File: src/rtl/cross_neighborhood_class_assign_core_macros.svh
// Assertion macros for the cross-neighborhood class assignment core.
// Included by the modules that check their own logic; needs clk and rst in scope.
`ifndef CROSS_NEIGHBORHOOD_CLASS_ASSIGN_CORE_MACROS_SVH
`define CROSS_NEIGHBORHOOD_CLASS_ASSIGN_CORE_MACROS_SVH

`ifndef ASSERT_OFF

// Check a property on every clock edge outside reset.
`define CNCA_ASSERT(label, prop, msg) \
  label: assert property (@(posedge clk) disable iff (rst) prop) else $error(msg);

// Check that a condition in one cycle implies another in the next.
`define CNCA_ASSERT_NEXT(label, pre, post, msg) \
  label: assert property (@(posedge clk) disable iff (rst) (pre) |=> (post)) else $error(msg);

`else

`define CNCA_ASSERT(label, prop, msg)

`define CNCA_ASSERT_NEXT(label, pre, post, msg)

`endif

`endif

File: src/rtl/cnca_pkg.sv
// Shared types and constants of the cross-neighborhood class assignment core.
// No dependencies; used by the sort, cell, count and top-level files.
package cnca_pkg;

  // Pixel and cross geometry
  localparam int PIX_W      = 8;
  localparam int CROSS_SIZE = 5;
  localparam int GREY_MAX   = 255;

  // Sum of five absolute differences of 8-bit values fits in 11 bits
  localparam int DIST_W = 11;

  // Positions reported with each result
  localparam int POS_W = 12;

  // Member counters
  localparam int COUNT_W = 24;
  localparam logic [COUNT_W-1:0] COUNT_MAX = {COUNT_W{1'b1}};

  // Configuration port
  localparam int CFG_W       = 13;
  localparam int CFG_CLASS_W = 5;
  localparam int REG_IDX_W   = 2;

  localparam logic [REG_IDX_W-1:0] REG_LINE_WIDTH   = 2'd0;
  localparam logic [REG_IDX_W-1:0] REG_FRAME_HEIGHT = 2'd1;
  localparam logic [REG_IDX_W-1:0] REG_CLASS_COUNT  = 2'd2;

  localparam logic [CFG_W-1:0]       LINE_WIDTH_RESET   = 13'd640;
  localparam logic [CFG_W-1:0]       FRAME_HEIGHT_RESET = 13'd480;
  localparam logic [CFG_CLASS_W-1:0] CLASS_COUNT_RESET  = 5'd2;

  localparam logic [CFG_W-1:0] DIM_MIN    = 13'd3;
  localparam logic [CFG_W-1:0] HEIGHT_MAX = 13'd4096;
  localparam int               CLASS_MIN  = 2;

  // Parameter defaults
  localparam int MAX_WIDTH_DEF   = 4096;
  localparam int MAX_CLASSES_DEF = 16;

  // Five neighborhood values
  typedef logic [CROSS_SIZE-1:0][PIX_W-1:0] cross_t;

  // Control bits that travel with each item down the pipeline
  typedef struct packed {
    logic valid;    // stage holds an item
    logic produce;  // item yields a result
    logic clear;    // item starts a frame: clear the member counts
  } ctrl_t;

endpackage

File: src/rtl/cnca_cell.sv
// One class cell: distance of the sorted cross to this class's center,
// compared with the best so far, registered and handed on to the next cell.
// Depends on cnca_pkg.
module cnca_cell #(
  parameter int INDEX       = 0,
  parameter int MAX_CLASSES = cnca_pkg::MAX_CLASSES_DEF,
  localparam int IDX_W      = $clog2(MAX_CLASSES),
  localparam int KC_W       = $clog2(MAX_CLASSES + 1)
) (
  input  logic                         clk,
  input  logic                         rst,
  input  logic                         adv,
  input  logic [KC_W-1:0]              class_count,
  input  logic [7:0]                   step,
  input  cnca_pkg::ctrl_t              ctrl_in,
  input  cnca_pkg::cross_t             vals_in,
  input  logic [11:0]                  row_in,
  input  logic [11:0]                  col_in,
  input  logic [7:0]                   center_in,
  input  logic [cnca_pkg::DIST_W-1:0]  best_dist_in,
  input  logic [IDX_W-1:0]             best_idx_in,
  output cnca_pkg::ctrl_t              ctrl_out,
  output cnca_pkg::cross_t             vals_out,
  output logic [11:0]                  row_out,
  output logic [11:0]                  col_out,
  output logic [7:0]                   center_out,
  output logic [cnca_pkg::DIST_W-1:0]  best_dist_out,
  output logic [IDX_W-1:0]             best_idx_out
);

  logic                        active;
  logic [cnca_pkg::DIST_W-1:0] sad;
  logic                        take;

  // Cells past the configured class count keep the best distance and class unchanged
  assign active = KC_W'(INDEX) < class_count;

  // Sum of absolute differences to this center
  always_comb begin
    logic [7:0] diff;
    sad = '0;
    for (int k = 0; k < cnca_pkg::CROSS_SIZE; k++) begin
      diff = (vals_in[k] >= center_in) ? (vals_in[k] - center_in) : (center_in - vals_in[k]);
      sad = sad + cnca_pkg::DIST_W'(diff);
    end
  end

  // Only a strictly smaller sum switches class
  assign take = active && (sad < best_dist_in);

  always_ff @(posedge clk) begin
    if (rst) begin
      ctrl_out <= '0;
    end else if (adv) begin
      ctrl_out <= ctrl_in;
    end
  end

  always_ff @(posedge clk) begin
    if (adv) begin
      vals_out      <= vals_in;
      row_out       <= row_in;
      col_out       <= col_in;
      center_out    <= center_in + step;
      best_dist_out <= take ? sad : best_dist_in;
      best_idx_out  <= take ? IDX_W'(INDEX) : best_idx_in;
    end
  end

endmodule

File: config.mk
export PLATFORM = sky130hd
export DESIGN_NAME = cnca_cell
export DESIGN_NICKNAME = d
export VERILOG_FILES = /design/src/rtl/cross_neighborhood_class_assign_core_macros.svh /design/src/rtl/cnca_pkg.sv /design/src/rtl/cnca_cell.sv
export SDC_FILE = /design/constraint.sdc
export NUM_CORES = 1
export LEC_CHECK = 0
export BUFFER_PORTS_ARGS = -buffer_cell sky130_fd_sc_hd__buf_4
export CORE_ASPECT_RATIO = 1.1
export CORE_MARGIN = 2
export CORE_UTILIZATION = 54
export DETAILED_ROUTE_END_ITERATION = 8
export PLACE_DENSITY_LB_ADDON = 0.05
export SETUP_SLACK_MARGIN = 0.5
export SLEW_MARGIN = 0
export SYNTH_ARGS = -nofsm -noshare
export SYNTH_HDL_FRONTEND = slang
export SYNTH_SLANG_ARGS = --single-unit
File: constraint.sdc
create_clock -name clk -period 18.9 [get_ports clk]
set_input_delay 1.89 -clock clk [delete_from_list [all_inputs] [get_ports clk]]
set_output_delay 1.89 -clock clk [all_outputs]
set_load 0.02 [all_outputs]
Yosys cells after proc, flatten, opt, wreduce, memory -nomap -nowiden
Index checks and enable logic that the tools add are counted.
Widths: inputs -> output; s select.

word-level totals
  register bits = 90
  bits of input ports = 106
  output and inout bits = 90
  logic and storage cells = 42

cells by class
  add/sub/neg operators = 15
  order comparisons = 7
  mux-type cells = 6
  reductions and logical operators = 1

operators with widths
  operator            number
  $sub 8x8->8         10
  $ge 8x8->1          5
  $mux 8              5
  $add 10x8->11       1
  $add 11x8->11       1
  $lt 11x11->1        1
  $mux 11             1
  $add 9x8->10        1
  $add 8x8->9         1
  $add 8x8->8         1
  $lt 1x5->1 const A  1
  $logic_and 1x1->1   1

Logic depth before layout (Yosys ltp)
  depth in word-level cells = 9
  depth in mapped cells = 27

Worst setup path before layout
OpenSTA, ideal clock, no wires.

  path type = input to register
  from = in center_in[1]
  to = reg best_dist_out[5] (netlist bit), data pin
  setup time = 0.260 ns
  arrival time = 7.860 ns
  setup slack = 10.780 ns
  stages on the path = 24
  path buffers = 1
  path through = inv_1 > fa_1 > nand3_1 > a31oi_1 > a211oi_4 > mux2i_1 > xnor2_1 > fa_1 > fa_1 > inv_1 > fa_1 > inv_1 > ha_1 > a21oi_1 > nor2_1 > or4_1 > o311a_1 > ha_1 > a21o_1 > a21o_1 > a221oi_2 > o21ai_2 > buf_2 > mux2_2

on the way
  word-level cells in the longest chain between the ends = 9
  elaborated cells between the ends (all ways) = 27
  those cells by class = 14 x add/sub; 6 x order compare; 6 x mux; 1 x reduce/logical

RTL lines
  what                                       line             source
  from (decl)                                cnca_cell.sv:19  input logic [7:0] center_in,
  $sub 8x8->8 or $ge 8x8->1 (tied branches)  cnca_cell.sv:43  diff = (vals_in[k] >= center_in) ? (vals_in[k] - center_in) : (center_in - vals_in[k]);
  $mux 8                                     cnca_cell.sv:43
  $add 8x8->9                                cnca_cell.sv:44  sad = sad + cnca_pkg::DIST_W'(diff);
  $add 9x8->10                               cnca_cell.sv:44
  $add 10x8->11                              cnca_cell.sv:44
  $add 11x8->11 *                            cnca_cell.sv:44
  $lt 11x11->1                               cnca_cell.sv:49  assign take = active && (sad < best_dist_in);
  $logic_and 1x1->1                          cnca_cell.sv:49
  $mux 11 *                                  cnca_cell.sv:65  best_dist_out <= take ? sad : best_dist_in;
  to (signal assigned)                       cnca_cell.sv:65
  to (decl)                                  cnca_cell.sv:27  output logic [cnca_pkg::DIST_W-1:0] best_dist_out,

Mark *: on every way between the ends. The rest lies on a longest branch, timed or not.
A chain may end at the register's enable or synchronous reset.

Worst setup path in the final report
  from = in center_in[1]
  to = reg best_dist_out[6] (netlist bit), data pin

Same word-level chain as after synthesis.

==> impl_metrics.json <==
{
  "worst_pin_slew_ps": 1160,
  "synthToLayoutAreaGrowth_pct": 24.9,
  "rsz0062_at_grt": "false",
  "yosysTopAreaCell": "edfxtp_1",
  "core-area_mm2": 0.0137,
  "rr_worst_depth": 2,
  "crit_required_ps": 19010,
  "yosysMostFrequentCell": "inv_1",
  "p_sw_share_pct": 45.0,
  "skew_ps": 0,
  "multi_input_area_mm2": 0.00435,
  "register_area_mm2": 0.00267,
  "num_vias": 5800,
  "fin_nets": 1118,
  "min_path_type": "reg -> reg",
  "cts_tree": "built",
  "path_class": "in -> reg",
  "place_hpwl_mm": 14.6,
  "nFillCells": 1117,
  "via_per_inst": 5.43,
  "hold_depth": 2,
  "synth_edf_count": 87,
  "fin_crit_sh_pct": 46.0,
  "drv_slew": 0,
  "postSynthRegisterBits": 90,
  "switchingPower_uw": 803,
  "n_antenna_cell": 0,
  "place.port_buffers": 195,
  "arrival_ps": 8800,
  "clk_pin_slew_ps": 70,
  "initial_core_util_pct": 54.9,
  "clk_latency_ps": 350,
  "reg2reg_slack_ps": 18270,
  "wire_per_inst_um": 17.5,
  "place.gp.congestion": 0.893,
  "synthFlopType": "edfxtp_1",
  "intPower_uw": 983,
  "synth_nets": 934,
  "netlist_area_mm2": 0.00754,
  "drive_above_1_share_pct": 26.9,
  "hold_violations": 0,
  "avgSynthCellArea_um2": 10.9,
  "grt-ovfl-total": 0,
  "post_cts_resized": 0,
  "clockBufferDepth": 2,
  "power.density_mw_per_mm2": 190,
  "clkPwrFrac_pct": 10.0,
  "post-route-min-period_ps": 8690,
  "yosysUniqueCellTypes": 39,
  "rows": 45,
  "slew_headroom_pct": 22.9,
  "critPathMaxFanout": 15,
  "async_flop_share_pct": 0,
  "end_kind": "flop",
  "hold_buffers": 0,
  "finalSetupTns_ps": 0,
  "rr_startpoint": "ctrl_out[2]",
  "hold_start": "ctrl_out[0]",
  "yosys-top-cells-count": "inv_1, ha_1, edfxtp_1",
  "max-cap-violations": 0,
  "dp.cells": 1052,
  "max_freq_ghz": 0.115,
  "ys_seq_area_share_pct": 35.4,
  "leakage_uw": 0.00461,
  "die_w_um": 117,
  "worstHoldEndpoint": "ctrl_out[0]",
  "regToRegEndpoint": "ctrl_out[2]",
  "ir_drop_mv": 0.154,
  "clock-root-buffer": "clkbuf_16",
  "gr-usage-all-layers_pct": 25.5,
  "comb_power_share_pct": 72.7,
  "die_area_mm2": 0.0149,
  "setup_viol": 0,
  "synth-warning-count": 0,
  "drtIter0Drc": 287,
  "postCtsSetupRepairBufs": 0,
  "firstDrtPassIters": 5,
  "ant_nets": 0,
  "ctsHtreeMaxLevel": 3,
  "grt_max_degree": 91,
  "cts_buffers": 9,
  "drcViolationCount": 0,
  "seq_power_share_pct": 17.3,
  "cts.sinks": 90,
  "fin_cells": 1068,
  "status": "finished clean",
  "io_pins": 196,
  "synth_area_leaders": "edfxtp_1, ha_1, fa_1, inv_1, mux2i_1",
  "wl_mm": 18.7,
  "start_kind": "input port",
  "grt_pass1_wl_mm": 29.0,
  "grt_antenna_before_repair": 0,
  "die_h_um": 128,
  "syn_inst": 691,
  "grt_pass1_vias": 5751,
  "synth_top_area_share_pct": 34.6
}
[cell families (layout without fill, tap and decap cells)]
| family | Yosys count | in the layout | synth area share [%] |
|---|---|---|---|
| AO/OA/AOI/OAI | 143 | 143 | 12.9 |
| XOR/XNOR | 38 | 38 | 4.41 |
| adder cells (fa/ha/maj) | 137 | 137 | 26.1 |
| buffers and inverters | 129 | 318 | 6.83 |
| flip-flops | 90 | 90 | 35.4 |
| multiplexers | 51 | 51 | 7.00 |
| AND/OR/NAND/NOR | 103 | 103 | 7.27 |
[area by class of cell]
type / instances / area share, %
Inverter: 107 / 4.27
Clock buffer: 9 / 2.39
Multi-Input combinational cell: 472 / 46.2
Sequential cell: 90 / 28.4
Clock inverter: 7 / 0.678
Tap cell: 188 / 2.50
Timing Repair Buffer: 195 / 15.5
[power groups by stage]
| stage | Combinational, uW | Sequential (uW) | Clock (uW) |
|---|---|---|---|
| 2_1_floorplan | 938 | 356 | 0 |
| 3_3_place_gp | 1220 | 314 | 0 |
| 3_5_place_dp | 1280 | 314 | 0 |
| 4_1_cts | 1290 | 310 | 181 |
| 5_1_grt | 1450 | 313 | 188 |
| 6_report | 1300 | 310 | 178 |
[worst max path at each step]
stage                     cells past startpoint    startpoint  slack [ps]               end
after global routing                         24  center_in[1]        9820  best_dist_out[5]
after global placement                       24  center_in[1]       10020  best_dist_out[0]
after CTS                                    24  center_in[1]       10230  best_dist_out[3]
final                                        24  center_in[1]       10210  best_dist_out[6]
after detailed placement                     24  center_in[1]        9860  best_dist_out[3]
after floorplan                              24  center_in[1]       10780  best_dist_out[5]
[placed cells by master, fill, tap and decap left out, drive strengths merged, types with 17 or more instances in the layout]
cell type,count
fa,34
a21oi,48
xnor2,27
a211oi,17
buf,195
inv,112
mux2i,37
edfxtp,87
a21o,36
nand2,26
ha,103
nand4,17
a31oi,21
[routing by layer]
layer / share of wire, % / wire length, um / GRT usage, %
met1: 41 / 7620 / 31.8
met2: 51 / 9590 / 44.6
met3: 5.4 / 1020 / 4.07
met4: 2.6 / 492 / 9.07
met5: 0 / 0 / 0
[sequential cells by signal, indices dropped and copies added (netlist names)]
name / flops
center_out: 8
row_out: 12
ctrl_out: 3
best_dist_out: 11
best_idx_out: 4
vals_out: 40
col_out: 12
[stage by stage]
| step | cell area, um^2 | power (uW) | setup WS [ps] | utilization [%] | hold WS [ps] |
|---|---|---|---|---|---|
| after floorplan | 7540 | 1290 | 10780 | - | 579 |
| after global placement | 9130 | 1530 | 10020 | 66.4 | 480 |
| after detailed placement | 9130 | 1600 | 9860 | 66.4 | 490 |
| after CTS | 9420 | 1780 | 10230 | 68.5 | 510 |
| after global routing | 9420 | 1950 | 9820 | 68.5 | 553 |
| final | 9420 | 1790 | 10210 | 68.5 | 506 |
[worst max-delay path, stage by stage]
cell	delay, ps
buf_4	240
inv_1	370
fa_1	540
nand3_1	120
a31oi_1	140
a211oi_4	490
mux2_2	420
fa_1	550
inv_1	70
fa_1	500
fa_1	480
inv_1	70
ha_1	170
inv_1	60
fa_1	390
nand2b_1	200
a21oi_1	300
nor2_1	140
ha_1	300
nand2_1	60
o21ai_0	180
a21oi_1	90
o21ai_2	620
mux2_2	410
Note: power is estimated with default switching activity, not from simulation.
