File: config.mk
export PLATFORM = sky130hd
export DESIGN_NAME = cnca_count
export DESIGN_NICKNAME = d
export VERILOG_FILES = /design/src/rtl/cross_neighborhood_class_assign_core_macros.svh /design/src/rtl/cnca_pkg.sv /design/src/rtl/cnca_count.sv
export SDC_FILE = /design/constraint.sdc
export NUM_CORES = 1
export LEC_CHECK = 0
export BUFFER_PORTS_ARGS = -buffer_cell sky130_fd_sc_hd__buf_2
export CORE_MARGIN = 5
export CORE_UTILIZATION = 37
export CTS_CLUSTER_SIZE = 10
export DETAILED_ROUTE_END_ITERATION = 8
export PLACE_DENSITY = 0.52
export RECOVER_POWER = 50
export SLEW_MARGIN = 20
export SYNTH_ARGS = -nofsm -noshare
export SYNTH_HDL_FRONTEND = slang
export SYNTH_SLANG_ARGS = --single-unit
File: constraint.sdc
create_clock -name clk -period 5.5 [get_ports clk]
set_clock_uncertainty 0.15 [all_clocks]
set_input_delay 1.1 -clock clk [delete_from_list [all_inputs] [get_ports clk]]
set_output_delay 1.1 -clock clk [all_outputs]
set_load 0.02 [all_outputs]
File: src/rtl/cross_neighborhood_class_assign_core_macros.svh
// Assertion macros for the cross-neighborhood class assignment core.
// Included by the modules that check their own logic; needs clk and rst in scope.
`ifndef CROSS_NEIGHBORHOOD_CLASS_ASSIGN_CORE_MACROS_SVH
`define CROSS_NEIGHBORHOOD_CLASS_ASSIGN_CORE_MACROS_SVH

`ifndef ASSERT_OFF

// Check a property on every clock edge outside reset.
`define CNCA_ASSERT(label, prop, msg) \
  label: assert property (@(posedge clk) disable iff (rst) prop) else $error(msg);

// Check that a condition in one cycle implies another in the next.
`define CNCA_ASSERT_NEXT(label, pre, post, msg) \
  label: assert property (@(posedge clk) disable iff (rst) (pre) |=> (post)) else $error(msg);

`else

`define CNCA_ASSERT(label, prop, msg)

`define CNCA_ASSERT_NEXT(label, pre, post, msg)

`endif

`endif

File: src/rtl/cnca_pkg.sv
// Shared types and constants of the cross-neighborhood class assignment core.
// No dependencies; used by the sort, cell, count and top-level files.
package cnca_pkg;

  // Pixel and cross geometry
  localparam int PIX_W      = 8;
  localparam int CROSS_SIZE = 5;
  localparam int GREY_MAX   = 255;

  // Sum of five absolute differences of 8-bit values fits in 11 bits
  localparam int DIST_W = 11;

  // Positions reported with each result
  localparam int POS_W = 12;

  // Member counters
  localparam int COUNT_W = 24;
  localparam logic [COUNT_W-1:0] COUNT_MAX = {COUNT_W{1'b1}};

  // Configuration port
  localparam int CFG_W       = 13;
  localparam int CFG_CLASS_W = 5;
  localparam int REG_IDX_W   = 2;

  localparam logic [REG_IDX_W-1:0] REG_LINE_WIDTH   = 2'd0;
  localparam logic [REG_IDX_W-1:0] REG_FRAME_HEIGHT = 2'd1;
  localparam logic [REG_IDX_W-1:0] REG_CLASS_COUNT  = 2'd2;

  localparam logic [CFG_W-1:0]       LINE_WIDTH_RESET   = 13'd640;
  localparam logic [CFG_W-1:0]       FRAME_HEIGHT_RESET = 13'd480;
  localparam logic [CFG_CLASS_W-1:0] CLASS_COUNT_RESET  = 5'd2;

  localparam logic [CFG_W-1:0] DIM_MIN    = 13'd3;
  localparam logic [CFG_W-1:0] HEIGHT_MAX = 13'd4096;
  localparam int               CLASS_MIN  = 2;

  // Parameter defaults
  localparam int MAX_WIDTH_DEF   = 4096;
  localparam int MAX_CLASSES_DEF = 16;

  // Five neighborhood values
  typedef logic [CROSS_SIZE-1:0][PIX_W-1:0] cross_t;

  // Control bits that travel with each item down the pipeline
  typedef struct packed {
    logic valid;    // stage holds an item
    logic produce;  // item yields a result
    logic clear;    // item starts a frame: clear the member counts
  } ctrl_t;

endpackage

File: src/rtl/cnca_count.sv
// Per-class member counters: cleared at frame start, saturating increment
// for each classified pixel. Depends on cnca_pkg.
module cnca_count #(
  parameter int MAX_CLASSES = cnca_pkg::MAX_CLASSES_DEF,
  localparam int IDX_W      = $clog2(MAX_CLASSES)
) (
  input  logic                          clk,
  input  logic                          rst,
  input  logic                          adv,
  input  cnca_pkg::ctrl_t               ctrl_in,
  input  logic [IDX_W-1:0]              idx_in,
  output logic [cnca_pkg::COUNT_W-1:0]  members
);

  logic [cnca_pkg::COUNT_W-1:0] counts [MAX_CLASSES];
  logic [cnca_pkg::COUNT_W-1:0] current;

  // Count after this pixel, held at the top
  assign current = counts[idx_in];
  assign members = (current == cnca_pkg::COUNT_MAX) ? current
                                                     : current + cnca_pkg::COUNT_W'(1);

  // Clear on frame start, update the chosen class on a result
  always_ff @(posedge clk) begin
    if (rst) begin
      for (int i = 0; i < MAX_CLASSES; i++) begin
        counts[i] <= '0;
      end
    end else if (adv && ctrl_in.valid) begin
      if (ctrl_in.clear) begin
        for (int i = 0; i < MAX_CLASSES; i++) begin
          counts[i] <= '0;
        end
      end else if (ctrl_in.produce) begin
        counts[idx_in] <= members;
      end
    end
  end

endmodule

### Yosys cells after proc, flatten, opt, wreduce, memory -nomap -nowiden

Memory sizes are Yosys's and may differ from the RTL's.
Cells that the tools add are included.

| storage, ports and cells | value |
|---|---|
| logic and storage cells | 52 |
| RAM bits | 384 |
| register bits | 0 |
| memories | 1 |
| output and inout port bits | 24 |
| input port bits | 10 |

| operators by class | value |
|---|---|
| eq/ne operators | 1 |
| multiplexer cells | 31 |
| bitwise gates (word level) | 16 |
| $add $sub $neg | 1 |
| reduce and logical (&&, ||, !) cells | 2 |

Memories:

| name | words | width | read ports | clocked after memory_dff | wr ports | RTL line | text |
|---|---|---|---|---|---|---|---|
| counts | 16 | 24 | 1 | 0 | 16 | cnca_count.sv:15 | `logic [cnca_pkg::COUNT_W-1:0] counts [MAX_CLASSES];` |

Operators with widths:

| operator | count |
|---|---|
| $mux W24 | 18 |
| $add A24 B1 Y24 const B | 1 |
| $eq A24 B24 Y1 const B | 1 |
| $reduce_or A24 Y1 | 1 |
| $or A1 B1 Y1 | 16 |
| $mux W1 | 12 |
| $mux W4 | 1 |
| $logic_and A1 B1 Y1 | 1 |

### Longest topological paths before layout

Gate-level depths: netlist of the first run.

| logic depth | value |
|---|---|
| depth in word-level cells | 7 |
| mapped depth | 15 |
| depth with buffers taken out | 8 |

### Worst setup path after synthesis of the first run

OpenSTA, ideal clock, no wires.

| timing path | value |
|---|---|
| kind | input to output |
| from | input port idx_in[0] |
| to | output port members[22] in the netlist's numbering |
| arrival | 4.277 ns |
| stages | 15 |
| setup slack | -0.027 ns |
| data required time | 4.250 ns |
| path buffers | 7 |
| cell sequence | buf_6 -> buf_12 -> buf_8 -> buf_8 -> mux4_2 -> mux4_2 -> ha_1 -> nand4_1 -> or3_1 -> buf_4 -> buf_6 -> nor2_1 -> mux2i_2 -> buf_2 -> inv_1 |

| on the way | value |
|---|---|
| longest elaborated chain between the ends | 3 |
| elaborated cells between the ends (all ways) | 4 |
| classes of those cells | add/sub (1); eq/ne (1); mux (1); memory (1) |

RTL lines:

| element | RTL line | text |
|---|---|---|
| from (decl) | cnca_count.sv:11 | `input logic [IDX_W-1:0] idx_in,` |
| $mem_v2 Z16 W24 * | -- |  |
| $add A24 B1 Y24 / $eq A24 B24 Y1 (equally long branches) | cnca_count.sv:21, cnca_count.sv:20 |  |
| $mux W24 * | cnca_count.sv:20 | `assign members = (current == cnca_pkg::COUNT_MAX) ? current` |
| to (decl) | cnca_count.sv:12 | `output logic [cnca_pkg::COUNT_W-1:0] members` |

Mark *: on every way between the ends. The rest lies on a longest branch, timed or not.

### Worst setup path in the final report of the first run

| timing path | value |
|---|---|
| from | input port idx_in[3] |
| to | output port members[14] in the netlist's numbering |

The elaborated chain is that of the path after synthesis.

==> results of run 1 <==
-- report_power, final --
group	total, mW	switching (mW)	internal [mW]
registers	3.39	0.0317	3.36
logic	0.735	0.491	0.245
clock network	2.63	1.12	1.52
total	6.76	1.64	5.12
-- stage by stage --
stage | util [%] | area, um2 | setup slack [ps]
global route | 42.6 | 19800 | 22.0
detailed placement | 40.1 | 18700 | -216
finish | 42.6 | 19800 | 124
CTS | 42.7 | 19900 | 47.8
floorplan | - | 17400 | -16.2
global placement | 40.1 | 18700 | -179
-- routing by layer --
| layer | global-route usage [%] | up-vias |
|---|---|---|
| met1 | 28.4 | 5497 |
| met3 | 3.64 | 98 |
| met5 | 0 | - |
| met2 | 35.6 | 431 |
| li1 | - | 4481 |
| met4 | 6.19 | 0 |
-- timing repair --
item	CTS	global route
gates resized for setup	2	3
pin swaps	1	2
endpoints found under the setup margin	8	13
setup buffers	0	3
-- final timing paths --
kind                                       to  slack [ps]  cells past startpoint
worst min register to register   counts[8][9]        1030                      6
worst max register to register  counts[0][16]        1790                      9
worst max-delay path              members[14]         120                     13
worst min-delay path             counts[8][9]        1030                      6
-- worst min-delay path, stage by stage, from the launching register on --
cell      delay (ps)
edfxtp_1         310
mux4_2           220
a22oi_1           70
nand2_2           90
buf_4            130
xor2_2           130
nor2_1           110
-- cell families (layout without fill, tap and decap cells) --
| family | Yosys count | after routing | share of synthesized area (%) |
|---|---|---|---|
| mux | 103 | 103 | 13.3 |
| compound gates | 59 | 59 | 2.90 |
| buf+inv | 119 | 229 | 4.04 |
| simple gates | 488 | 488 | 11.8 |
| fa+ha+maj | 1 | 1 | 0.0719 |
| xor+xnor | 18 | 18 | 1.62 |
| flops | 384 | 384 | 66.3 |
-- cell type report --
type                       instances  share of cell area, %
clock buffer                      54                   6.06
sequential                       384                   58.1
multi-input combinational        669                   26.1
timing repair buffer             145                   5.30
clock inverter                     5                  0.126
inverter                          25                  0.473
tap                              607                   3.83
-- cells in the final DEF (no fill, tap or decap), types with 20 or more instances in the layout --
master / instances
a22oi_1: 27
buf_2: 31
buf_4: 79
clkbuf_1: 29
clkbuf_16: 47
edfxtp_1: 384
mux4_2: 96
nand2_1: 48
nor2_1: 374
nor2_2: 20
==> metrics.md, run 1 <==
| Metric | Value |
|---|---|
| Status | `finished, violations left` |
| Failing checks | `max-capacitance violations, max-slew violations` |
| RSZ-0062 raised after global routing | `no` |
| Worst setup path start | `idx_in[3]` |
| Crit path launch type | `input pin` |
| DRC Markers | `0` |
| First drt pass iteration count | `5` |
| Via/cell ratio | `5.56` |
| Total grt overflow | `0` |
| Largest register FFs | `approximately 380` |
| Unique masters post-synth | `62` |
| Port-buffer cells | `33` |
| Post-DP HPWL | `a little over 30 mm` |
| Met1 WL | `around 22 mm` |
| Total track usage | `21.1%` |
| Synth Cell Area | `17400 um2` |
| Drt wl/cell | `28.5 um` |
| Critical-path cell list | `buf_2, nor2b_2, buf_4, buf_4, a22oi_1, nand2_1, nand4_1, or3_1, buf_4, nor4_2, xnor2_1, inv_1, buf_2` |
| CTS Buf Count | `45` |
| Setup TNS | `0 ps` |
| Cell with the most instances after synthesis | `edfxtp_1` |
| Die H | `between 200 and 250 um` |
| Clk sink count | `384` |
| Final worst-path cycle share | `a little over nine tenths` |
| Setup-failing EPs final | `0` |
| Max-Cap Viols | `12` |
| Area of the multi-input gates | `5170 um2` |
| First-pass GRT wire length | `a little under 80 mm` |
| Worst skew pair latency | `approximately 570 ps` |
| Yosys reg bits | `384` |
| Largest register by flop count | `counts` |
| Die ar. | `51500 um2` |
| Layout area overhead | `14.0%` |
| Post-synth top cells | `384 x edfxtp_1, 375 x nor2_1, 96 x mux4_2` |
| Total power | `6.76 mW` |
| Core ar. | `46600 um2` |
| Worst min path class | `reg -> reg` |
| Worst hold slack | `1030 ps` |
| Crit path time final | `about 5400 ps` |
| Post-Route WL | `53.8 mm` |
| Commonest register cell after synthesis | `edfxtp_1` |
| Starting Density | `37.4%` |
| H-tree Lvls | `2` |
| ANT nets after route | `0` |
| CP max FO | `13` |
| Inserted Diodes | `0` |
| Area fraction of the dominant cell type after synthesis | `66.3%` |
| Met2 wire len | `26.5 mm` |
| Max rail drop VDD | `197 uV` |
| Critical path buffers and inverters | `6` |
| Synthesized instance count | `between 1000 and 1500` |
| Max incr delay on CP | `~430 ps` |
| Critical Path RT | `between 4000 and 5000 ps` |
| Async SR Flop Fraction | `0%` |
| Crit Path Class | `in -> out` |
| Warnings, synthesis | `0` |
| Leakage | `7.16 nW` |
| Row count | `79` |
| DRT iter0 DRCs | `1130` |
| Synthesized Nets | `1183` |
| Worst min-delay path startpoint | `counts[12][9]` |
| Num ports | `34` |
| Sequential Area | `11500 um2` |
| Slew margin rel. | `-73.4%` |
| Met3 wire len | `4.12 mm` |
| Final slew viol count | `240` |
| Worst Tran Pin Value | `2600 ps` |
| Vias in the first global route | `10800` |
| Max layer used | `met4` |
| Reg2reg start | `counts[11][11]` |
| Crit path max-delay family | `simple AND/OR/NAND/NOR gates` |
| Pin count of the biggest net entering global routing | `30` |
| Non-Filler Instances | `1889` |
| GPL Wtd Cong | `0.803` |
| Number of synthesized flops with an enable pin | `384` |
| Fill count | `4236` |
| Arr. time, crit path | `4130 ps` |
| Layout net count | `1281` |
| Dpl cells | `1827` |
| Average size of a mapped cell | `14.8 um2` |
| Synth area leaders | `edfxtp_1 66%, mux4_2 12%, nor2_1 8.1%` |
| Seq/Total Area, Yosys | `about two thirds` |
| Max Freq | `0.186 GHz` |
| Initial antenna violation count | `0` |
| Final hold vios | `0` |
| Layout cells sized above 1 | `27.0%` |
| Most area-hungry cell type in the Yosys netlist | `edfxtp_1` |
| CP Capture Type | `output pin` |
| Die W | `between 200 and 250 um` |
| Hold Buf Count CTS | `0` |
| Worst-path clk slew | `50 ps` |
| CTS tree | `done` |
| DR vias | `10500` |
| Crit-path slowest cell | `or3_1` |
| CTS Root Buffer Type | `clkbuf_16` |
| Max Root-Sink Buffers | `3` |
| Top cell by count, worst path | `buf_4` |
| Largest registers | `counts: 384 flops` |
| Ratio of total power to cell area | `341 nW/um2` |
Power figures use the tool's default switching activity.
==> run 2, diff against run 1 <==
--- a/config.mk
+++ b/config.mk
@@ -6,7 +6,7 @@
 export NUM_CORES = 1
 export LEC_CHECK = 0
 export BUFFER_PORTS_ARGS = -buffer_cell sky130_fd_sc_hd__buf_2
-export CORE_MARGIN = 5
+export CORE_MARGIN = 4
 export CORE_UTILIZATION = 37
 export CTS_CLUSTER_SIZE = 10
 export DETAILED_ROUTE_END_ITERATION = 8
==> run 2 against run 1 <==
Against the previous run: critical endpoint is now members[12]; total power down 0.23%; sequential power barely moved; cell count up 0.21%; sequential share of layout area barely moved; the flow still finishes with violations (max-capacitance violations, max-slew violations); largest power group unchanged; critical path depth unchanged; highest routed layer unchanged; fmax increased by 0.15%; critical path type unchanged; die area shrank 1.8%; global-route usage down 0.061 points.
==> metrics.md, run 2 (synthesis results as in run 1) <==
| Metric | Value |
|---|---|
| Die W | `225 um (was 227 um)` |
| CP max FO | `32 (was 13)` |
| Via/cell ratio | `5.58 (was 5.56)` |
| Status | `finished, violations left (unchanged)` |
| Max Freq | `0.186 GHz (about the same)` |
| Arr. time, crit path | `4120 ps (was 4130 ps)` |
| Max rail drop VDD | `271 uV (was 197 uV)` |
| Setup TNS | `0 ps (unchanged)` |
| Final slew viol count | `175 (was 240)` |
| Switch share | `24.2% (was 24.3%)` |
| CTS tree | `done (unchanged)` |
| Internal | `5.11 mW (was 5.12 mW)` |
| Worst skew pair latency | `570 ps (about the same)` |
| Total power | `6.74 mW (was 6.76 mW)` |
| Crit path time final | `5370 ps (was 5380 ps)` |
| Post-DP HPWL | `31.5 mm (was 31.1 mm)` |
| Worst min path class | `reg -> reg (unchanged)` |
| Clk pwr share | `38.9% (was 39.0%)` |
| Starting Density | `37.4% (unchanged)` |
| Critical Path RT | `4250 ps (about the same)` |
| DRT iter0 DRCs | `1153 (was 1130)` |
| Net Sw Power | `1.63 mW (was 1.64 mW)` |
| CTS Buf Count | `45 (unchanged)` |
| First drt pass iteration count | `5 (unchanged)` |
| Total grt overflow | `0 (unchanged)` |
| Initial antenna violation count | `0 (unchanged)` |
| Worst Tran Pin Value | `2390 ps (was 2600 ps)` |
| Clk sink count | `384 (unchanged)` |
| First-pass GRT wire length | `76.5 mm (was 76.8 mm)` |
| Largest register by flop count | `counts (unchanged)` |
| Inserted Diodes | `0 (unchanged)` |
| Num ports | `34 (unchanged)` |
| ANT nets after route | `0 (unchanged)` |
| CP Capture Type | `output pin (unchanged)` |
| Worst-path clk slew | `50 ps (about the same)` |
| DR vias | `10600 (was 10500)` |
| Combinational power share | `10.9% (about the same)` |
| Most common cell after layout, fill and taps aside | `edfxtp_1 (unchanged)` |
| Pin count of the biggest net entering global routing | `33 (was 30)` |
| Core ar. | `46600 um2 (unchanged)` |
| Max-Cap Viols | `8 (was 12)` |
| Drt wl/cell | `28.0 um (was 28.5 um)` |
| GPL Wtd Cong | `0.791 (was 0.803)` |
| Layout area overhead | `14.0% (about the same)` |
| Failing checks | `max-capacitance violations, max-slew violations (unchanged)` |
| Crit path launch type | `input pin (unchanged)` |
| Largest register FFs | `384 (unchanged)` |
| DRC Markers | `0 (unchanged)` |
| Final hold vios | `0 (unchanged)` |
| Layout cells sized above 1 | `27.4% (was 27.0%)` |
| Largest registers | `counts: 384 flops (unchanged)` |
| Leakage | `7.19 nW (was 7.16 nW)` |
| Sequential power share | `50.3% (was 50.2%)` |
| Row count | `79 (unchanged)` |
| Ratio of total power to cell area | `340 nW/um2 (was 341 nW/um2)` |
| Port-buffer cells | `33 (unchanged)` |
| Die ar. | `50600 um2 (was 51500 um2)` |
| Total track usage | `21.1% (about the same)` |
| Vias in the first global route | `10800 (about the same)` |
| Crit Path Class | `in -> out (unchanged)` |
| RSZ-0062 raised after global routing | `no (unchanged)` |
| Layout net count | `1287 (was 1281)` |
| Die H | `225 um (was 227 um)` |
| Max incr delay on CP | `510 ps (was 430 ps)` |
| Critical-path cell list | `buf_12, buf_12, mux4_2, a22oi_1, nand2_1, and4_1, nand4_1, buf_4, nand2_1, xnor2_2, buf_4, inv_2, buf_2 (was buf_2, nor2b_2, buf_4, buf_4, a22oi_1, nand2_1, nand4_1, or3_1, buf_4, nor4_2, xnor2_1, inv_1, buf_2)` |
| CTS Root Buffer Type | `clkbuf_16 (unchanged)` |
| Max Root-Sink Buffers | `3 (unchanged)` |
| Post-Route WL | `52.9 mm (was 53.8 mm)` |
| Final worst-path cycle share | `97.6% (was 97.7%)` |
| Crit-path slowest cell | `mux4_2 (was or3_1)` |
| Commonest non-fill, non-tap cells in the layout | `384 x edfxtp_1, 374 x nor2_1, 96 x mux4_2 (unchanged)` |
| Slew margin rel. | `-59.2% (was -73.4%)` |
| Setup-failing EPs final | `0 (unchanged)` |
| H-tree Lvls | `2 (unchanged)` |
[run 2: layer usage]
| layer | global-route usage, % | vias to the layer above | share of wire, % |
|---|---|---|---|
| met5 | 0 | - | 0 |
| met4 | 5.67 | 0 | 2.3 |
| li1 | - | 4496 | - |
| met2 | 35.8 | 413 | 50 |
| met3 | 2.81 | 84 | 6.7 |
| met1 | 28.8 | 5562 | 41 |
[run 2: repair_timing]
action | 4_1_cts | 5_1_grt
endpoints found under the setup margin | 9 | 10
hold buffers | 0 | 0
setup buffers | 1 | 0
resized for setup | 4 | 4
pin swaps | 1 | 0
[run 2: power by group through the flow]
stage               Combinational (mW)  Sequential, mW  Clock (mW)
CTS                              0.756            3.39        2.67
finish                           0.732            3.39        2.62
global route                     0.779            3.40        2.78
detailed placement               0.752            3.45           0
global placement                 0.752            3.44           0
floorplan                        0.457            3.43           0
[run 2: path summary, 6_finish.rpt]
check	from	endpoint	slack [ps]	depth (start not counted)
worst max-delay path	idx_in[0]	members[12]	130	13
worst max register to register	counts[0][0]	counts[10][16]	1730	9
worst min-delay path	counts[6][23]	counts[14][22]	980	5
worst min register to register	counts[6][23]	counts[14][22]	980	5
[run 2: critical path: cells and delay by family]
kind	cells	cell delay, ps
AOI/OAI and AO/OA	1	280
xor gates and xnor gates	1	230
buffers and inverters	6	1010
muxes	1	510
and+or+nand+nor	4	930
[run 2: layout make-up]
| type | instances | area [um2] |
|---|---|---|
| Multi-Input combinational cell | 669 | 5190 |
| Fill cell | 4208 | 26700 |
| Clock inverter | 6 | 30.0 |
| Tap cell | 607 | 759 |
| Clock buffer | 51 | 1190 |
| Timing Repair Buffer | 151 | 1050 |
| Sequential cell | 384 | 11500 |
| Inverter | 25 | 93.8 |
[run 2: stage by stage]
stage	area (um2)	setup slack (ps)	cells	hold slack [ps]	util, %
after detailed placement	18700	-397	1835	930	40.3
after global routing	19800	4.61	1893	1080	42.6
after global placement	18700	-398	1835	902	40.3
after floorplan	17400	-16.2	1172	830	-
after CTS	20000	32.1	1893	947	42.9
final	19800	132	1893	979	42.6
